===== config.mk =====
export PLATFORM = sky130hd
export DESIGN_NAME = dual_axis_pid_position_drive_top_flat
export DESIGN_NICKNAME = d
export VERILOG_FILES = /design/src/hw/rtl/dapd_pkg.sv /design/src/hw/rtl/dapd_in_if.sv /design/src/hw/rtl/dapd_out_if.sv /design/src/hw/rtl/dapd_axis.sv /design/src/hw/rtl/dual_axis_pid_position_drive_top.sv /design/src/flat_wrapper.sv
export SDC_FILE = /design/constraint.sdc
export NUM_CORES = 2
export LEC_CHECK = 0
export BUFFER_PORTS_ARGS = -buffer_cell sky130_fd_sc_hd__buf_2
export CORE_UTILIZATION = 60
export DETAILED_ROUTE_END_ITERATION = 12
export GPL_ROUTABILITY_DRIVEN = 0
export HOLD_SLACK_MARGIN = 0.12
export PLACE_DENSITY = 0.88
export SLEW_MARGIN = 20
export SYNTH_ARGS = -nofsm -noshare
export SYNTH_HDL_FRONTEND = slang
export SYNTH_SLANG_ARGS = --single-unit
export TNS_END_PERCENT = 20

===== constraint.sdc =====
create_clock -name clk_i -period 10.5 [get_ports clk_i]
set_input_delay 0 -clock clk_i [delete_from_list [all_inputs] [get_ports clk_i]]
set_output_delay 0 -clock clk_i [all_outputs]
set_load 0.005 [all_outputs]

===== src/hw/rtl/dapd_pkg.sv =====
package dapd_pkg;

  localparam int unsigned CountW  = 16;
  localparam int unsigned GainW   = 8;
  localparam int unsigned ErrW    = CountW + 1;
  localparam int unsigned LastW   = 18;
  localparam int unsigned DerW    = 18;
  localparam int unsigned SumW    = 32;
  localparam int unsigned PropW   = GainW + 1 + ErrW;
  localparam int unsigned IntW    = GainW + 1 + SumW;
  localparam int unsigned DrvW    = GainW + 1 + DerW;
  localparam int unsigned PidW    = IntW + 2;
  localparam int unsigned ApbAddrW = 5;
  localparam int unsigned ApbDataW = 32;

  localparam logic [GainW-1:0]  GainPReset    = 8'd2;
  localparam logic [GainW-1:0]  GainIReset    = 8'd0;
  localparam logic [GainW-1:0]  GainDReset    = 8'd0;
  localparam logic [CountW-1:0] PwmPeriodReset = 16'd10000;
  localparam logic [CountW-1:0] DeadBandReset  = 16'd500;

  localparam logic signed [SumW-1:0] SumMax = 32'sh7FFF_FFFF;
  localparam logic signed [SumW-1:0] SumMin = 32'sh8000_0000;

  typedef enum logic [1:0] {
    MODE_BRAKE   = 2'd0,
    MODE_FORWARD = 2'd1,
    MODE_REVERSE = 2'd2
  } mode_e;

  typedef enum logic [2:0] {
    REG_GAIN_P_X   = 3'd0,
    REG_GAIN_I_X   = 3'd1,
    REG_GAIN_D_X   = 3'd2,
    REG_GAIN_P_Y   = 3'd3,
    REG_GAIN_I_Y   = 3'd4,
    REG_GAIN_D_Y   = 3'd5,
    REG_PWM_PERIOD = 3'd6,
    REG_DEAD_BAND  = 3'd7
  } reg_idx_e;

  // load enables of the three pipeline stages
  typedef struct packed {
    logic s1;
    logic s2;
    logic s3;
  } stage_en_t;

endpackage


===== src/hw/rtl/dapd_in_if.sv =====
interface dapd_in_if;
  logic        valid;
  logic        ready;
  logic [15:0] target_x;
  logic [15:0] target_y;
  logic [15:0] count_x;
  logic [15:0] count_y;

  modport source (output valid, output target_x, output target_y,
                  output count_x, output count_y, input ready);
  modport sink   (input valid, input target_x, input target_y,
                  input count_x, input count_y, output ready);
endinterface


===== src/hw/rtl/dapd_out_if.sv =====
interface dapd_out_if;
  logic        valid;
  logic        ready;
  logic [15:0] duty_x;
  logic [1:0]  mode_x;
  logic [15:0] duty_y;
  logic [1:0]  mode_y;

  modport source (output valid, output duty_x, output mode_x,
                  output duty_y, output mode_y, input ready);
  modport sink   (input valid, input duty_x, input mode_x,
                  input duty_y, input mode_y, output ready);
endinterface


===== src/hw/rtl/dapd_axis.sv =====
module dapd_axis (
  input  logic                                clk_i,
  input  logic                                rst_ni,
  input  dapd_pkg::stage_en_t                 en_i,
  input  logic [dapd_pkg::CountW-1:0]         target_i,
  input  logic [dapd_pkg::CountW-1:0]         count_i,
  input  logic [dapd_pkg::GainW-1:0]          gain_p_i,
  input  logic [dapd_pkg::GainW-1:0]          gain_i_i,
  input  logic [dapd_pkg::GainW-1:0]          gain_d_i,
  input  logic [dapd_pkg::CountW-1:0]         pwm_period_i,
  input  logic [dapd_pkg::CountW-1:0]         dead_band_i,
  output logic [dapd_pkg::CountW-1:0]         duty_o,
  output dapd_pkg::mode_e                     mode_o
);
  import dapd_pkg::*;

  // controller state, updated as the item is accepted
  logic signed [LastW-1:0] last_err_q, last_err_d;
  logic signed [SumW-1:0]  err_sum_q, err_sum_d;

  logic signed [ErrW-1:0]  err;
  logic [ErrW-1:0]         neg_err;
  logic signed [SumW:0]    sum_wide;
  logic signed [DerW-1:0]  der;
  mode_e                   mode1_d;

  // stage 1
  logic signed [ErrW-1:0]  err1_q;
  logic signed [SumW-1:0]  sum1_q;
  logic signed [DerW-1:0]  der1_q;
  mode_e                   mode1_q;

  // stage 2
  logic signed [PropW-1:0] prop2_q, prop2_d;
  logic signed [IntW-1:0]  int2_q, int2_d;
  logic signed [DrvW-1:0]  drv2_q, drv2_d;
  mode_e                   mode2_q;

  // stage 3
  logic signed [PidW-1:0]  pid;
  logic [PidW-1:0]         mag;
  logic [CountW-1:0]       duty3_q, duty3_d;
  mode_e                   mode3_q;

  always_comb begin
    err      = signed'({1'b0, target_i}) - signed'({1'b0, count_i});
    neg_err  = ErrW'(-err);
    sum_wide = {err_sum_q[SumW-1], err_sum_q} + (SumW+1)'(err);
    if (sum_wide[SumW] != sum_wide[SumW-1]) begin
      err_sum_d = sum_wide[SumW] ? SumMin : SumMax;
    end else begin
      err_sum_d = sum_wide[SumW-1:0];
    end
    last_err_d = LastW'(err);
    der        = DerW'(LastW'(err) - last_err_q);

    if (!err[ErrW-1] && (err != '0)) begin
      mode1_d = MODE_FORWARD;
    end else if (neg_err <= {1'b0, dead_band_i}) begin
      mode1_d = MODE_BRAKE;
    end else begin
      mode1_d = MODE_REVERSE;
    end
  end

  always_comb begin
    prop2_d = signed'({1'b0, gain_p_i}) * err1_q;
    int2_d  = signed'({1'b0, gain_i_i}) * sum1_q;
    drv2_d  = signed'({1'b0, gain_d_i}) * der1_q;
  end

  always_comb begin
    pid = PidW'(prop2_q) + PidW'(int2_q) + PidW'(drv2_q);
    mag = pid[PidW-1] ? PidW'(-pid) : PidW'(pid);
    if (mode2_q == MODE_BRAKE) begin
      duty3_d = '0;
    end else if (mag > PidW'(pwm_period_i)) begin
      duty3_d = pwm_period_i;
    end else begin
      duty3_d = mag[CountW-1:0];
    end
  end

  always_ff @(posedge clk_i or negedge rst_ni) begin
    if (!rst_ni) begin
      last_err_q <= '0;
      err_sum_q  <= '0;
    end else if (en_i.s1) begin
      last_err_q <= last_err_d;
      err_sum_q  <= err_sum_d;
    end
  end

  always_ff @(posedge clk_i) begin
    if (en_i.s1) begin
      err1_q  <= err;
      sum1_q  <= err_sum_d;
      der1_q  <= der;
      mode1_q <= mode1_d;
    end
    if (en_i.s2) begin
      prop2_q <= prop2_d;
      int2_q  <= int2_d;
      drv2_q  <= drv2_d;
      mode2_q <= mode1_q;
    end
    if (en_i.s3) begin
      duty3_q <= duty3_d;
      mode3_q <= mode2_q;
    end
  end

  assign duty_o = duty3_q;
  assign mode_o = mode3_q;

endmodule


===== src/hw/rtl/dual_axis_pid_position_drive_top.sv =====
// Two-axis PID position drive. Each input item carries a setpoint and an
// encoder count for x and y; each produces one result item with a PWM duty
// (limited to pwm_period) and a bridge mode per axis. The block takes one
// item per clock cycle unless the full pipeline is stalled at its output,
// through a 3-stage pipeline: error, integral and derivative (integral and
// last error are updated as the item is accepted), then the three gain
// multiplies, then the sum, magnitude and period limit into the output
// register. A stalled output holds back the input only once all three
// stages are full. Gains, period and dead band are APB registers at byte
// addresses 0x00..0x1C and should be written only while no item is in flight.
module dual_axis_pid_position_drive_top (
  input  logic                               clk_i,
  input  logic                               rst_ni,
  dapd_in_if.sink                            in_i,
  dapd_out_if.source                         out_o,
  input  logic                               psel,
  input  logic                               penable,
  input  logic                               pwrite,
  input  logic [dapd_pkg::ApbAddrW-1:0]      paddr,
  input  logic [dapd_pkg::ApbDataW-1:0]      pwdata,
  output logic [dapd_pkg::ApbDataW-1:0]      prdata,
  output logic                               pready
);
  import dapd_pkg::*;

  logic [GainW-1:0]  gain_p_x_q, gain_i_x_q, gain_d_x_q;
  logic [GainW-1:0]  gain_p_y_q, gain_i_y_q, gain_d_y_q;
  logic [CountW-1:0] pwm_period_q, dead_band_q;

  logic      cfg_wr;
  reg_idx_e  cfg_idx;

  logic      v1_q, v2_q, v3_q;
  logic      rdy1, rdy2, rdy3;
  stage_en_t en;
  mode_e     mode_x, mode_y;

  assign pready  = 1'b1;
  assign cfg_wr  = psel && penable && pwrite;
  assign cfg_idx = reg_idx_e'(paddr[ApbAddrW-1:2]);

  always_ff @(posedge clk_i or negedge rst_ni) begin
    if (!rst_ni) begin
      gain_p_x_q   <= GainPReset;
      gain_i_x_q   <= GainIReset;
      gain_d_x_q   <= GainDReset;
      gain_p_y_q   <= GainPReset;
      gain_i_y_q   <= GainIReset;
      gain_d_y_q   <= GainDReset;
      pwm_period_q <= PwmPeriodReset;
      dead_band_q  <= DeadBandReset;
    end else if (cfg_wr) begin
      case (cfg_idx)
        REG_GAIN_P_X:   gain_p_x_q   <= pwdata[GainW-1:0];
        REG_GAIN_I_X:   gain_i_x_q   <= pwdata[GainW-1:0];
        REG_GAIN_D_X:   gain_d_x_q   <= pwdata[GainW-1:0];
        REG_GAIN_P_Y:   gain_p_y_q   <= pwdata[GainW-1:0];
        REG_GAIN_I_Y:   gain_i_y_q   <= pwdata[GainW-1:0];
        REG_GAIN_D_Y:   gain_d_y_q   <= pwdata[GainW-1:0];
        REG_PWM_PERIOD: pwm_period_q <= pwdata[CountW-1:0];
        REG_DEAD_BAND:  dead_band_q  <= pwdata[CountW-1:0];
        default: ;
      endcase
    end
  end

  always_comb begin
    case (cfg_idx)
      REG_GAIN_P_X:   prdata = ApbDataW'(gain_p_x_q);
      REG_GAIN_I_X:   prdata = ApbDataW'(gain_i_x_q);
      REG_GAIN_D_X:   prdata = ApbDataW'(gain_d_x_q);
      REG_GAIN_P_Y:   prdata = ApbDataW'(gain_p_y_q);
      REG_GAIN_I_Y:   prdata = ApbDataW'(gain_i_y_q);
      REG_GAIN_D_Y:   prdata = ApbDataW'(gain_d_y_q);
      REG_PWM_PERIOD: prdata = ApbDataW'(pwm_period_q);
      REG_DEAD_BAND:  prdata = ApbDataW'(dead_band_q);
      default:        prdata = '0;
    endcase
  end

  // a stage loads when it is empty or its item moves on
  assign rdy3 = !v3_q || out_o.ready;
  assign rdy2 = !v2_q || rdy3;
  assign rdy1 = !v1_q || rdy2;

  assign in_i.ready = rdy1;
  assign en.s1      = in_i.valid && rdy1;
  assign en.s2      = v1_q && rdy2;
  assign en.s3      = v2_q && rdy3;

  always_ff @(posedge clk_i or negedge rst_ni) begin
    if (!rst_ni) begin
      v1_q <= 1'b0;
      v2_q <= 1'b0;
      v3_q <= 1'b0;
    end else begin
      if (rdy1) v1_q <= in_i.valid;
      if (rdy2) v2_q <= v1_q;
      if (rdy3) v3_q <= v2_q;
    end
  end

  dapd_axis u_axis_x (
    .clk_i        (clk_i),
    .rst_ni       (rst_ni),
    .en_i         (en),
    .target_i     (in_i.target_x),
    .count_i      (in_i.count_x),
    .gain_p_i     (gain_p_x_q),
    .gain_i_i     (gain_i_x_q),
    .gain_d_i     (gain_d_x_q),
    .pwm_period_i (pwm_period_q),
    .dead_band_i  (dead_band_q),
    .duty_o       (out_o.duty_x),
    .mode_o       (mode_x)
  );

  dapd_axis u_axis_y (
    .clk_i        (clk_i),
    .rst_ni       (rst_ni),
    .en_i         (en),
    .target_i     (in_i.target_y),
    .count_i      (in_i.count_y),
    .gain_p_i     (gain_p_y_q),
    .gain_i_i     (gain_i_y_q),
    .gain_d_i     (gain_d_y_q),
    .pwm_period_i (pwm_period_q),
    .dead_band_i  (dead_band_q),
    .duty_o       (out_o.duty_y),
    .mode_o       (mode_y)
  );

  assign out_o.valid  = v3_q;
  assign out_o.mode_x = mode_x;
  assign out_o.mode_y = mode_y;

  a_brake_x_zero: assert property (@(posedge clk_i) disable iff (!rst_ni)
    (out_o.valid && (mode_x == MODE_BRAKE)) |-> (out_o.duty_x == '0))
    else $error("x axis brakes with nonzero duty");

  a_duty_limit: assert property (@(posedge clk_i) disable iff (!rst_ni)
    out_o.valid |-> ((out_o.duty_x <= pwm_period_q) && (out_o.duty_y <= pwm_period_q)))
    else $error("duty above pwm period");

  a_full_stall: assert property (@(posedge clk_i) disable iff (!rst_ni)
    (v1_q && v2_q && v3_q && !out_o.ready) |-> !in_i.ready)
    else $error("item taken while pipeline is full and stalled");

  a_fill_order: assert property (@(posedge clk_i) disable iff (!rst_ni)
    (in_i.valid && in_i.ready) |=> v1_q)
    else $error("accepted item missing from first stage");

endmodule


===== src/flat_wrapper.sv =====
// flat-port wrapper written by rule: the top's interface ports become plain ports
module dual_axis_pid_position_drive_top_flat import dapd_pkg::*;
  (clk_i, rst_ni, psel, penable, pwrite, paddr, pwdata, prdata, pready, in_i_valid, in_i_target_x, in_i_target_y, in_i_count_x, in_i_count_y, in_i_ready, out_o_valid, out_o_duty_x, out_o_mode_x, out_o_duty_y, out_o_mode_y, out_o_ready);
  dapd_in_if in_i_i ();
  dapd_out_if out_o_i ();
  input  logic clk_i;
  input  logic rst_ni;
  input  logic psel;
  input  logic penable;
  input  logic pwrite;
  input  logic [dapd_pkg::ApbAddrW-1:0] paddr;
  input  logic [dapd_pkg::ApbDataW-1:0] pwdata;
  output logic [dapd_pkg::ApbDataW-1:0] prdata;
  output logic pready;
  input wire logic [$bits(in_i_i.valid)-1:0] in_i_valid;
  input wire logic [$bits(in_i_i.target_x)-1:0] in_i_target_x;
  input wire logic [$bits(in_i_i.target_y)-1:0] in_i_target_y;
  input wire logic [$bits(in_i_i.count_x)-1:0] in_i_count_x;
  input wire logic [$bits(in_i_i.count_y)-1:0] in_i_count_y;
  output wire logic [$bits(in_i_i.ready)-1:0] in_i_ready;
  output wire logic [$bits(out_o_i.valid)-1:0] out_o_valid;
  output wire logic [$bits(out_o_i.duty_x)-1:0] out_o_duty_x;
  output wire logic [$bits(out_o_i.mode_x)-1:0] out_o_mode_x;
  output wire logic [$bits(out_o_i.duty_y)-1:0] out_o_duty_y;
  output wire logic [$bits(out_o_i.mode_y)-1:0] out_o_mode_y;
  input wire logic [$bits(out_o_i.ready)-1:0] out_o_ready;
  assign in_i_i.valid = in_i_valid;
  assign in_i_i.target_x = in_i_target_x;
  assign in_i_i.target_y = in_i_target_y;
  assign in_i_i.count_x = in_i_count_x;
  assign in_i_i.count_y = in_i_count_y;
  assign in_i_ready = in_i_i.ready;
  assign out_o_valid = out_o_i.valid;
  assign out_o_duty_x = out_o_i.duty_x;
  assign out_o_mode_x = out_o_i.mode_x;
  assign out_o_duty_y = out_o_i.duty_y;
  assign out_o_mode_y = out_o_i.mode_y;
  assign out_o_i.ready = out_o_ready;
  dual_axis_pid_position_drive_top u_core (.clk_i(clk_i), .rst_ni(rst_ni), .in_i(in_i_i), .out_o(out_o_i), .psel(psel), .penable(penable), .pwrite(pwrite), .paddr(paddr), .pwdata(pwdata), .prdata(prdata), .pready(pready));
endmodule

=== Word-level counts from Yosys, hierarchy flattened ===
Index checks and enable logic that the tools add are counted.

* Word-level logic and storage cells: 107
* Bits in registers: 547
* Output and inout bits: 71
* Bits of input ports: 108

* Multiply operators: 6
* Eq/ne operators: 9
* Muxes and demuxes: 11
* Add/subtract/negate cells: 14
* Reductions and logical operators: 28
* Magnitude comparators: 4

{| class="wikitable"
|+ Operators with widths
! cell !! count
|-
| case mux 32 bit (8 select lines) || 1
|-
| two-way mux 32 bit || 4
|-
| adder 42 x 27 -> 43 bit || 2
|-
| greater-than comparator 43 x 16 -> 1 bit || 2
|-
| two-way mux 43 bit || 2
|-
| negator 43 bit || 2
|-
| adder 26 x 41 -> 42 bit || 2
|-
| multiplier 9 x 32 -> 41 bit || 2
|-
| adder 32 x 17 -> 33 bit || 2
|-
| multiplier 9 x 18 -> 27 bit || 2
|-
| multiplier 9 x 17 -> 26 bit || 2
|-
| subtractor 17 x 17 -> 18 bit || 2
|-
| less-or-equal comparator 17 x 16 -> 1 bit || 2
|-
| negator 17 bit || 2
|-
| nonzero test 17 bit || 2
|-
| subtractor 16 x 16 -> 17 bit || 2
|-
| two-way mux 16 bit || 2
|-
| AND reduction 2 bit || 8
|-
| == test 3 bit (second input constant) || 4
|-
| logical AND 1 bit || 7
|-
| == test 3 x 2 -> 1 bit (second input constant) || 2
|-
| logical NOT 1 bit || 5
|-
| logical NOT 2 bit || 2
|-
| two-way mux 2 bit || 2
|-
| other kinds (4) || 7
|}

=== Longest topological paths before layout ===
* Depth in word-level cells: 6
* Mapped depth: 34
* Gate-level depth less buffers: 33

=== Modules after synthesis ===
A second synthesis with hierarchy kept.

* Cells, all modules: 7940
* Area, all modules: 74408.9 um^2

{| class="wikitable"
|+ By module, submodules not included
! module !! area an instance (um^2) !! sequential area each (um^2) !! times used !! cells an instance
|-
| dapd_axis at u_core.u_axis_x || 35399.0 || 6721.4 || 1 || 3869
|-
| dapd_axis at u_core.u_axis_y || 34962.3 || 6721.4 || 1 || 3770
|-
| dual_axis_pid_position_drive_top || 4047.6 || 2093.3 || 1 || 301
|}

=== Least setup slack after synthesis ===
No wires, ideal clock.

* Kind: reg-to-reg
* Start: register u_core.u_axis_y.prop2_q[25]
* End: register u_core.u_axis_y.duty3_q[10] (netlist: u_core.u_axis_y.duty_o[10]) (data pin)
* Stages on the path, launching flop included: 31
* Slack: 2.799 ns
* Data arrival time: 7.443 ns
* Required time: 10.241 ns
* Buffers on the path: 4
* Clock period less this slack: 7.701 ns
* Setup time: 0.259 ns
* Cells stage by stage: edfxtp_1 > fa_1 > ha_1 > a21o_1 > a21o_1 > a21o_1 > a221o_1 > a2111o_1 > o21ai_0 > a31o_2 > clkbuf_1 > clkbuf_1 > clkbuf_1 > nand2_1 > o21ai_0 > ha_1 > nor2b_1 > o21a_1 > o21a_1 > o211ai_1 > a21oi_1 > a311oi_1 > o41ai_1 > nand2_1 > o2111ai_1 > or4_1 > nor4_1 > nand4_1 > nor3_4 > buf_6 > mux2i_1

* Word-level cells in the longest chain between the ends: 6

{| class="wikitable"
|+ RTL lines
! element !! RTL line !! RTL
|-
| start: declaration || dapd_axis.sv:34 || <nowiki>logic signed [PropW-1:0] prop2_q, prop2_d;</nowiki>
|-
| start signal: assignment || dapd_axis.sv:102 || <nowiki>prop2_q <= prop2_d;</nowiki>
|-
| adder 26 x 41 -> 42 bit (*) || dapd_axis.sv:73 || <nowiki>pid = PidW'(prop2_q) + PidW'(int2_q) + PidW'(drv2_q);</nowiki>
|-
| adder 42 x 27 -> 43 bit (*) || dapd_axis.sv:73 ||
|-
| negator 43 bit || dapd_axis.sv:74 || <nowiki>mag = pid[PidW-1] ? PidW'(-pid) : PidW'(pid);</nowiki>
|-
| two-way mux 43 bit (*) || dapd_axis.sv:74 ||
|-
| greater-than comparator 43 x 16 -> 1 bit || dapd_axis.sv:77 || <nowiki>end else if (mag > PidW'(pwm_period_i)) begin</nowiki>
|-
| two-way mux 16 bit (*) || dapd_axis.sv:77 ||
|-
| end signal: assignment || dapd_axis.sv:108 || <nowiki>duty3_q <= duty3_d;</nowiki>
|-
| end: declaration || dapd_axis.sv:42 || <nowiki>logic [CountW-1:0] duty3_q, duty3_d;</nowiki>
|}

Every way passes the cells marked *; elsewhere a longest branch is shown, timed or not.
A chain may end at the register's enable or synchronous reset.

=== Worst setup path after layout ===
* Start: register u_core.u_axis_y.drv2_q[26]
* End: register u_core.u_axis_y.duty3_q[12] (netlist: u_core.u_axis_y.duty_o[12]) (data pin)

* Word-level cells in the longest chain between the ends: 5

{| class="wikitable"
|+ RTL lines
! element !! RTL line !! RTL
|-
| start: declaration || dapd_axis.sv:36 || <nowiki>logic signed [DrvW-1:0] drv2_q, drv2_d;</nowiki>
|-
| start signal: assignment || dapd_axis.sv:104 || <nowiki>drv2_q <= drv2_d;</nowiki>
|-
| adder 42 x 27 -> 43 bit (*) || dapd_axis.sv:73 ||
|-
| negator 43 bit || dapd_axis.sv:74 ||
|-
| two-way mux 43 bit (*) || dapd_axis.sv:74 ||
|-
| greater-than comparator 43 x 16 -> 1 bit || dapd_axis.sv:77 ||
|-
| two-way mux 16 bit (*) || dapd_axis.sv:77 ||
|}

Marked as above.

==> key figures <==
Setup path
  • WS Path Type: reg -> reg
  • Max incr delay on CP: about 0.85 ns
  • Startpoint Class: register
  • Crit-path slowest cell: edfxtp_1
  • Required time of the critical path: 10.89 ns
  • Cell family with most CP delay: compound AO/OA/AOI/OAI gates
  • CP max FO: 27
  • Worst Path Arrival: ~8.8 ns
  • Most numerous cell on the critical path: a21o_1
  • Worst Path Buf+Inv: 0
  • FF-to-FF path depth: 25
  • Worst path depth: 25
  • Endpoint class of the critical path: register

CTS
  • H-tree levels: 2
  • Root buffer selected by CTS: clkbuf_16
  • CTS tree: yes
  • Hold buffer count at cts: 94
  • Clock buffer count from CTS: 61
  • Max Root-Sink Buffers: 3
  • Clock sinks: 547
  • Post-cts resize count: 0
  • CTS clk-pin slew, worst paths: 0.07 ns
  • Post-CTS Setup Bufs: 0
  • Skew-Pair Late Insertion Delay: 0.69 ns

Yosys
  • Top_reg_cell synth: edfxtp_1
  • Complex-gate fraction of the synthesized area: 0.1106
  • Yosys reg bits: 547
  • Synth top area share: 0.2527
  • Post-synthesis xor/xnor area fraction: 0.04159
  • Avg Inst Size Synth: roughly 9.3 um2
  • Post-synth top area cell: fa_1
  • Post-Synthesis Cell Area: 73680 um2
  • Mux share of post-synthesis cell area: 0.01710
  • Simple-gate area share of the yosys netlist: 0.1701
  • Async SR Flop Fraction: 0.3309
  • Post-synthesis cell count: 7938
  • Post-synth EDFFs: around 370
  • Yosys warnings: 0
  • Synth Area in Adders: 0.3662
  • Sequential area share after synthesis: 0.2109
  • Synth area leaders: fa_1 (25%), edfxtp_1 (15%), ha_1 (11%), inv_1 (7.0%), and2_1 (5.9%)
  • Synth cell types: 119
  • Largest family of logic cells by synthesized area: adder cells

Finish
  • Nets: 9766
  • Share of post-route cells with drive strength above 1: 0.05921
  • Post-route insts no fill: 9759
  • Design area: 79190 um2
  • Fillcell total: 8625
  • Synth-to-layout area growth: 7.479%

Placed design
  • Number of port buffers: around 140
  • Area after DPL: around 76000 um2
  • Final HPWL DP: 152.1 mm
  • Placed Cells: 9536

Timing
  • Fmax: 118.7 MHz
  • Period utilization: 0.8021
  • Setup Skew: 0.02330 ns
  • Slew margin rel.: 0.2101
  • Final setup fails: 0
  • Worst slew pin tran: roughly 1.2 ns
  • Final Critical Period: ~8.4 ns
  • Hold Slack: approximately 0.14 ns
  • Final Slew Violations: 0
  • Setup TNS: 0 ns
  • Final hold violation count: 0
  • Unrepaired setup endpoints after global routing: no

Floorplanning
  • Starting Density: 0.6053
  • Core ar.: 121700 um2
  • Ports: 179
  • Height of the die: between 300 and 400 um
  • Die Wd: 352.4 um
  • Die footprint: 124200 um2
  • Num rows: 128

GRT
  • Gr ovfl total: 0
  • GR Util met1: 0.4014
  • Grt met3 use: 0.1011
  • Vias in the first global route: 60940
  • Largest net degree at the start of global routing: 177
  • Global-route usage over all layers: 0.3179
  • Most used routing layer: met2
  • Met2 Use GR: 0.5048
  • Initial antenna violation count: 19
  • First-pass GRT wire length: ~320 mm

Routing
  • Routed wire per std cell: 20.37 um
  • 1st-pass router iterations: 12
  • Iter 0 DRT Violations: 5984
  • Routed via count: between 50000 and 60000
  • Vias per cell: 6.075
  • Post-route ant nets: 0
  • DR DRC count: 0
  • Final WL: about 200 mm

Outcome
  • Outcome: finished clean

Hold path
  • Hold path cells: 4
  • Class of the worst hold path: in -> reg

Run
  • Max cap viols: 0
## cell families after synthesis
| kind of cell | count (synthesis) |
|---|---|
| AND/OR/NAND/NOR | 2466 |
| buffers and inverters | 1603 |
| adder cells (fa/ha/maj) | 1601 |
| AO/OA/AOI/OAI | 1254 |
| flip-flops | 547 |
| XOR/XNOR | 349 |
| multiplexers | 116 |
| other | 2 |
## routing by layer
layer | up-vias | share of wire
li1 | 26170 | -
met1 | 28910 | 0.37
met2 | 3469 | 0.45
met3 | 710 | 0.13
met4 | 28 | 0.043
met5 | - | 0.0036
## final cells by class
cell class / instances / area [um2] / area share
tap: 1625 / 2033 / 0.02568
antenna: 11 / 27.53 / 0.0003476
clock buffer: 71 / 1637 / 0.02067
clock inverter: 45 / 621.8 / 0.007853
timing repair buffer: 290 / 2121 / 0.02678
multi-input combinational: 5803 / 52070 / 0.6576
inverter: 1367 / 5139 / 0.06489
sequential: 547 / 15540 / 0.1962
## synth_stat cells (16+ instances only)
| cell | number |
|---|---|
| inv_1 | 1366 |
| fa_1 | 930 |
| nand2_1 | 805 |
| and2_1 | 696 |
| ha_1 | 658 |
| nor2_1 | 367 |
| edfxtp_1 | 366 |
| a21oi_1 | 323 |
| o21ai_0 | 318 |
| xnor2_1 | 259 |
| clkbuf_1 | 189 |
| dfrtp_1 | 168 |
| nor3_1 | 128 |
| a21o_1 | 123 |
| nand3_1 | 100 |
| xor2_1 | 89 |
| o21a_1 | 70 |
| mux2_2 | 69 |
| nor2b_1 | 59 |
| and3_1 | 49 |
| nand2b_1 | 47 |
| mux2i_1 | 46 |
| a211oi_1 | 45 |
| a21boi_0 | 39 |
| or3_1 | 39 |
| a31oi_1 | 36 |
| nand4_1 | 34 |
| o21bai_1 | 32 |
| o211ai_1 | 29 |
| buf_4 | 24 |
| nor4_1 | 22 |
| o31ai_1 | 20 |
| or2_2 | 20 |
| or4_1 | 16 |
## worst paths after layout
kind	from	endpoint	slack [ns]
max	u_core.u_axis_y.drv2_q[26]	u_core.u_axis_y.duty_o[12]	2.08
max reg2reg	u_core.u_axis_y.drv2_q[26]	u_core.u_axis_y.duty_o[12]	2.08
min	pwdata[8]	u_core.pwm_period_q[8]	0.14
max in group asynchronous	rst_ni	u_core.dead_band_q[10]	8.31
min reg2reg	u_core.u_axis_x.mode1_q[1]	u_core.u_axis_x.mode2_q[1]	0.42
min in group asynchronous	rst_ni	u_core.u_axis_y.last_err_q[5]	0.43
## worst register-to-register path: cells and delay by family, from the launching register on
| kind | cells | cell delay [ns] |
|---|---|---|
| muxes | 1 | 0.21 |
| DFF | 1 | 0.85 |
| adders and majority gates | 3 | 1.30 |
| and+or+nand+nor | 6 | 2.09 |
| AOI/OAI and AO/OA | 15 | 3.70 |
## layout by cell type (no fill, tap or decap), drive strengths merged, types with 36 or more instances in the layout
cell type / n
and3: 50
mux2i: 46
o21a: 70
a21boi: 41
a31oi: 36
nor2: 368
dlygate4sd3: 93
mux2: 69
nand2: 806
fa: 930
nand2b: 47
a21oi: 335
inv: 1377
nor3: 137
edfxtp: 366
a21o: 124
xor2: 90
buf: 196
dfrtp: 168
or3: 40
xnor2: 259
clkbuf: 72
and2: 697
a211oi: 47
ha: 658
nand3: 102
o21ai: 327
nor2b: 59
## registers in the layout (all words and copies together) (netlist names), 16 cells and up
name                        cells
u_core.dead_band_q             16
u_core.pwm_period_q            16
u_core.u_axis_x.der1_q         18
u_core.u_axis_x.drv2_q         27
u_core.u_axis_x.duty_o         16
u_core.u_axis_x.err1_q         17
u_core.u_axis_x.err_sum_q      32
u_core.u_axis_x.int2_q         41
u_core.u_axis_x.last_err_q     17
u_core.u_axis_x.prop2_q        26
u_core.u_axis_x.sum1_q         32
u_core.u_axis_y.der1_q         18
u_core.u_axis_y.drv2_q         27
u_core.u_axis_y.duty_o         16
u_core.u_axis_y.err1_q         17
u_core.u_axis_y.err_sum_q      32
u_core.u_axis_y.int2_q         41
u_core.u_axis_y.last_err_q     17
u_core.u_axis_y.prop2_q        26
u_core.u_axis_y.sum1_q         32
## per-stage QoR
stage               setup slack (ns)    util
floorplan                      2.799       -
global placement               2.288  0.6236
detailed placement             1.991  0.6236
CTS                            1.907  0.6500
global route                   1.535  0.6504
finish                         2.078  0.6506
Power is left out: the tool's default activity adds up to more than one toggle a clock period on the data nets, which glitch-free logic cannot reach.
